$ cat src/fqbg_pkg.sv
// Shared types and constants for the fluid queue backpressure governor.
// Used by the interfaces, the sequencer, the datapath and the checker.
package fqbg_pkg;

  localparam int unsigned RATE_W    = 32;
  localparam int unsigned MAG_W     = 31;
  localparam int unsigned DT_W      = 32;
  localparam int unsigned Q_W       = 48;
  localparam int unsigned CNT_W     = 48;
  localparam int unsigned BASE_W    = 48;
  localparam int unsigned DLY_W     = 53;
  localparam int unsigned PROD_W    = 63;
  localparam int unsigned ND_W      = 64;
  localparam int unsigned NUM_W     = 56;
  localparam int unsigned DEN_W     = 49;
  localparam int unsigned MSRC_W    = 64;
  localparam int unsigned CHUNK_W   = 16;
  localparam int unsigned MUL_STEPS = MSRC_W / CHUNK_W;
  localparam int unsigned ACC_W     = 102;
  localparam int unsigned DIV_STEPS = DLY_W;
  localparam int unsigned SEQ_W     = $clog2(DIV_STEPS);

  localparam logic [Q_W-1:0] CAP_RESET = 48'd67108864;
  localparam int unsigned ONE_Q16      = 65536;
  localparam int unsigned SCALE_CAP    = 20;
  localparam int unsigned BURST_NUM    = 150;

  typedef enum logic [3:0] {
    ST_IDLE,
    ST_RATE,
    ST_SUM,
    ST_CLAMP,
    ST_THR,
    ST_PREP,
    ST_MUL,
    ST_DSET,
    ST_DIV,
    ST_FIN
  } state_e;

  typedef enum logic [3:0] {
    OP_NONE,
    OP_LOAD,
    OP_RATE,
    OP_SUM,
    OP_CLAMP,
    OP_THR,
    OP_PREP,
    OP_MUL,
    OP_SAT,
    OP_DSET,
    OP_DIV,
    OP_OUT
  } op_e;

  typedef struct packed {
    op_e op;
  } cmd_t;

  typedef struct packed {
    logic sat;
  } stat_t;

endpackage

$ cat src/fqbg_ctrl.sv
// Sequencer for the governor: steps the datapath through one item at a time.
// Depends on fqbg_pkg for the state, command and status types.
module fqbg_ctrl (
  input  logic            clk_i,
  input  logic            rst_ni,
  input  logic            in_valid_i,
  output logic            in_ready_o,
  output logic            out_valid_o,
  input  logic            out_ready_i,
  input  fqbg_pkg::stat_t stat_i,
  output fqbg_pkg::cmd_t  cmd_o
);

  fqbg_pkg::state_e              state_q, state_d;
  logic [fqbg_pkg::SEQ_W-1:0]    cnt_q, cnt_d;
  logic                          out_valid_q, out_valid_d;

  always_ff @(posedge clk_i or negedge rst_ni) begin
    if (!rst_ni) begin
      state_q     <= fqbg_pkg::ST_IDLE;
      cnt_q       <= '0;
      out_valid_q <= 1'b0;
    end else begin
      state_q     <= state_d;
      cnt_q       <= cnt_d;
      out_valid_q <= out_valid_d;
    end
  end

  always_comb begin
    state_d    = state_q;
    cnt_d      = cnt_q;
    in_ready_o = 1'b0;
    cmd_o.op   = fqbg_pkg::OP_NONE;
    unique case (state_q)
      fqbg_pkg::ST_IDLE: begin
        in_ready_o = 1'b1;
        if (in_valid_i) begin
          cmd_o.op = fqbg_pkg::OP_LOAD;
          state_d  = fqbg_pkg::ST_RATE;
        end
      end
      fqbg_pkg::ST_RATE: begin
        cmd_o.op = fqbg_pkg::OP_RATE;
        state_d  = fqbg_pkg::ST_SUM;
      end
      fqbg_pkg::ST_SUM: begin
        cmd_o.op = fqbg_pkg::OP_SUM;
        state_d  = fqbg_pkg::ST_CLAMP;
      end
      fqbg_pkg::ST_CLAMP: begin
        cmd_o.op = fqbg_pkg::OP_CLAMP;
        state_d  = fqbg_pkg::ST_THR;
      end
      fqbg_pkg::ST_THR: begin
        cmd_o.op = fqbg_pkg::OP_THR;
        state_d  = fqbg_pkg::ST_PREP;
      end
      fqbg_pkg::ST_PREP: begin
        cmd_o.op = fqbg_pkg::OP_PREP;
        cnt_d    = fqbg_pkg::SEQ_W'(fqbg_pkg::MUL_STEPS - 1);
        state_d  = fqbg_pkg::ST_MUL;
      end
      fqbg_pkg::ST_MUL: begin
        if (stat_i.sat) begin
          cmd_o.op = fqbg_pkg::OP_SAT;
          state_d  = fqbg_pkg::ST_FIN;
        end else begin
          cmd_o.op = fqbg_pkg::OP_MUL;
          if (cnt_q == '0) begin
            state_d = fqbg_pkg::ST_DSET;
          end else begin
            cnt_d = cnt_q - 1'b1;
          end
        end
      end
      fqbg_pkg::ST_DSET: begin
        cmd_o.op = fqbg_pkg::OP_DSET;
        cnt_d    = fqbg_pkg::SEQ_W'(fqbg_pkg::DIV_STEPS - 1);
        state_d  = fqbg_pkg::ST_DIV;
      end
      fqbg_pkg::ST_DIV: begin
        cmd_o.op = fqbg_pkg::OP_DIV;
        if (cnt_q == '0) begin
          state_d = fqbg_pkg::ST_FIN;
        end else begin
          cnt_d = cnt_q - 1'b1;
        end
      end
      fqbg_pkg::ST_FIN: begin
        if (!out_valid_q || out_ready_i) begin
          cmd_o.op = fqbg_pkg::OP_OUT;
          state_d  = fqbg_pkg::ST_IDLE;
        end
      end
      default: begin
        state_d = fqbg_pkg::ST_IDLE;
      end
    endcase
  end

  always_comb begin
    if (cmd_o.op == fqbg_pkg::OP_OUT) begin
      out_valid_d = 1'b1;
    end else if (out_ready_i) begin
      out_valid_d = 1'b0;
    end else begin
      out_valid_d = out_valid_q;
    end
  end

  assign out_valid_o = out_valid_q;

endmodule

$ cat config.mk
export PLATFORM = sky130hd
export DESIGN_NAME = fqbg_ctrl
export DESIGN_NICKNAME = d
export VERILOG_FILES = /design/src/fqbg_pkg.sv /design/src/fqbg_ctrl.sv
export SDC_FILE = /design/constraint.sdc
export NUM_CORES = 1
export LEC_CHECK = 0
export ABC_AREA = 1
export ABC_CLOCK_PERIOD_IN_PS = 3750
export BUFFER_PORTS_ARGS = -buffer_cell sky130_fd_sc_hd__buf_2
export CAP_MARGIN = 20
export CORE_MARGIN = 2
export CORE_UTILIZATION = 60
export CTS_BUF_LIST = sky130_fd_sc_hd__clkbuf_16
export CTS_CLUSTER_SIZE = 25
export DETAILED_ROUTE_END_ITERATION = 8
export PLACE_DENSITY = 0.8
export SYNTH_ARGS = -nofsm -noshare
export SYNTH_HDL_FRONTEND = slang
export SYNTH_SLANG_ARGS = --single-unit
$ cat constraint.sdc
create_clock -name clk_i -period 3.75 [get_ports clk_i]
set_clock_uncertainty 0.2 [all_clocks]
set_input_delay 0.375 -clock clk_i [delete_from_list [all_inputs] [get_ports clk_i]]
set_output_delay 0.375 -clock clk_i [all_outputs]
set_load 0.05 [all_outputs]
# Word level (Yosys, flattened, before mapping)
# Cells that the tools add are included.
# totals
reg_bits,11
out_inout_bits,6
elab_cells,43
# classes
addsub,1
eq_ne,15
n_mux,16
reduce_logical,8
# op_table
op,n
one-hot mux 4 bit (10 select lines),2
2-to-1 mux 4 bit,7
one-hot mux 6 bit (4 select lines),1
== test 4 x 3 -> 1 bit (second input constant),4
== test 4 bit (second input constant),3
2-to-1 mux 6 bit,2
== test 4 x 2 -> 1 bit (second input constant),2
inequality test 2 bit (second input constant),4
logical NOT 6 bit,1
subtractor 6 x 1 -> 6 bit (second input constant),1
== test 4 x 1 -> 1 bit (second input constant),1
logical NOT 4 bit,1
2-to-1 mux 1 bit,4
AND reduction 4 bit,1
nonzero test 4 bit,1
inequality test 3 bit (second input constant),1
AND reduction 2 bit,1
nonzero test 2 bit,1
logical NOT 1 bit,1
logical OR 1 bit,1

# Longest topological paths before layout
# depth
ltp_word,6
ltp_mapped,9
ltp_nobuf,9

# Least setup slack after synthesis
# Ideal clock, no wire load.
# synth_path
path_type,reg-to-output
start,register state_q[0]
end,output cmd_o[0] in the netlist's numbering
arrival_ns,1.807
required_time_ns,3.175
slack_ns,1.368
stages_incl_launch_ff,6
cell_sequence,dfrtp_1 -> inv_2 -> nand2_1 -> nor2_1 -> nand2_1 -> nand4_1
# synth_lines
element,line_no,rtl
start: declaration,fqbg_ctrl.sv:14,"fqbg_pkg::state_e state_q, state_d;"
start signal: assignment,fqbg_ctrl.sv:20,state_q <= fqbg_pkg::ST_IDLE;
start signal: assignment,fqbg_ctrl.sv:24,state_q <= state_d;
end: declaration,fqbg_ctrl.sv:11,output fqbg_pkg::cmd_t cmd_o

==> impl_metrics.tcl <==
set metrics [dict create \
    cts_tree "built" \
    placed_area_um2 936 \
    rr_worst_depth 8 \
    total_power_uw 1020 \
    hold_slack_ns 0.155 \
    r2r_slack_ns 2.09 \
    nets 161 \
    dieHeight_um 42.0 \
    worstSetupStartpoint "state_q[3]" \
    p_sw_uw 544 \
    cts_made_buffers 3 \
    syn_avg_cell_area_um2 6.28 \
    synth_warnings 0 \
    arrival_ns 1.67 \
    critPathLaunchType "flop" \
    synthTopCellsByArea "dfrtp_1 32%, nand2_1 22%, nand3_1 11%, inv_1 8.7%, nor2_1 6.9%" \
    vdd_ir_drop_max_uv 650 \
    crit_end "cmd_o[1]" \
    cts_resized 0 \
    final_common_cell "nand2_1" \
    status "completed" \
    hold_viol_final 0 \
    wl_per_cell_um 12.0 \
    clk_pin_slew_ns 0.05 \
    grt_pass1_wl_mm 3.44 \
    hold_path_class "in2reg" \
    crit_required_ns 3.17 \
    totalNegativeSetupSlack_ns 0 \
    worstReg2RegStart "state_q[3]" \
    mostFrequentLayoutCells "51 x nand2_1, 21 x inv_1, 19 x nand3_1" \
    grt_pass1_vias 812 \
    rows 13 \
    diodes 0 \
    swShare_pct 53.2 \
    worstPathMaxFanout 4 \
    period_minus_slack_ns 2.25 \
    timing.fmax_mhz 445 \
    initial_core_util_pct 65.8 \
    core_area_mm2 0.00132 \
    cts_root_buf "clkbuf_16" \
    synth_nets 145 \
    cts.sinks 11 \
    die_x_um 42.0 \
    synth_cell_types 17 \
    drtAntennaViolNets 0 \
    antenna_found_initial 0 \
    rsz0062_at_grt "no" \
    p_comb_share_pct 59.6 \
    route.vias.total 894 \
    regToRegEndpoint "cnt_q[2]" \
    yosys.area.top_type "dfrtp_1" \
    drc 0 \
    grt-ovfl-total 0 \
    dpl.hpwl_mm 1.46 \
    p_leak_uw 0.000623 \
    worst_pin_slew_ns 0.289 \
    yosysTopAreaCellShare_pct 31.7 \
    criticalPathCategory "reg2out" \
    drive_above_1_share_pct 16.3 \
    max_stage_delay_ns 0.45 \
    clk_latency_ns 0.24 \
    worst_path_max_delay_cell "dfrtp_1" \
    finalWirelength_mm 2.02 \
    fillCellCount 93 \
    fin_crit_sh_pct 59.9 \
    vias_per_cell 5.32 \
    hp-start "out_ready_i" \
    cts_htree_levels 1 \
    power_density_mw_per_mm2 997 \
    drv_slew 0 \
    syn2layout_area_growth_pct 18.2 \
    setup_viol 0 \
    postCtsSetupBuffers 0 \
    netlist_area_um2 867 \
    path_cells "inv_2 > nand2_1 > nor2_1 > nand2_1 > nand2_1 > inv_1 > nand4_1 > buf_2" \
    grt.total_usage_pct 25.5 \
    io-pin-count 11 \
    first_pass_iters 4 \
    intPower_uw 478 \
    max_cap_violations 0 \
    path_common_cell "nand2_1" \
    seq_power_share_pct 20.9 \
    grt_max_degree 12 \
    fin_util_pct 77.8 \
    dieArea_mm2 0.00177 \
    synth_seq_cells 11 \
    io_buffers 10 \
    yosysSeqAreaShare_pct 31.7 \
    clock_power_share_pct 19.5 \
    clockBufferDepth 2 \
    drt_iter0_drc 36 \
    critPathCaptureType "output port" \
    netlist_instances 138 \
    place.gp.congestion 0.892 \
    fin_area_mm2 0.00102 \
    maxSlewHeadroom_pct 80.7 \
]
## through the flow
step	setup slack, ns	cells
global route	1.42	168
finish	1.50	168
detailed placement	1.81	163
floorplan	1.37	138
global placement	1.79	163
CTS	1.54	168
## kinds of logic (layout without fill, tap and decap cells)
group                      count (synthesis)  count (layout)  share of synthesized area (%)
and+or+nand+nor                           99              99                           53.1
buffers and inverters                     22              37                           9.52
DFF                                       11              11                           31.7
AOI/OAI and AO/OA                          3               3                           1.73
adders and majority gates                  2               2                           2.89
xor gates and xnor gates                   1               1                           1.01
## routing by layer
layer,share of wire (%),track usage [%]
met2,44,39.4
met1,49,36.3
met3,5.4,5.17
met4,1.2,7.50
met5,0,0
## cell usage after synthesis
cell      count
a21oi_1       1
nand3_1      19
o21ai_0       2
nor2_1       16
nand2_1      51
nand4_1       2
nand3b_1      1
nor2_2        2
dfrtp_1      11
xor2_1        1
nand3_2       1
ha_1          2
nand2_4       1
nand2_2       4
nand3_4       2
inv_1        20
inv_2         2
## cell type report
type / instances / area, µm² / share of cell area (%)
Clock buffer: 3 / 75.1 / 7.33
Multi-Input combinational cell: 105 / 509 / 49.7
Inverter: 22 / 82.6 / 8.06
Timing Repair Buffer: 11 / 60.1 / 5.86
Tap cell: 15 / 18.8 / 1.83
Sequential cell: 11 / 275 / 26.9
Clock inverter: 1 / 3.75 / 0.366
## power groups by stage
stage               registers, µW  clock network, µW  logic (µW)
floorplan                     213                  0         484
global placement              213                  0         592
detailed placement            214                  0         600
CTS                           212                198         608
global route                  222                203         675
finish                        214                199         609
## worst min path at each step
stage,endpoint,cells past startpoint
after floorplan,cnt_q[0],0
after global placement,out_valid_o,1
after detailed placement,out_valid_o,1
after global routing,out_valid_o,2
after CTS,out_valid_o,2
final,out_valid_o,2
## flip-flops by register name (all words and copies together), names as in the netlist
register     cells
state_q          4
cnt_q            6
out_valid_o      1
## timing repair
action,4_1_cts,5_1_grt
hold endpoints to repair,11,0
setup endpoints to repair,0,0
hold buffers,1,0
## critical path, delay by kind of cell, from the launching register on
kind	cells	cell delay, ns
flops	1	0.45
simple gates	5	0.57
buf+inv	3	0.42
Power figures use the tool's default switching activity.
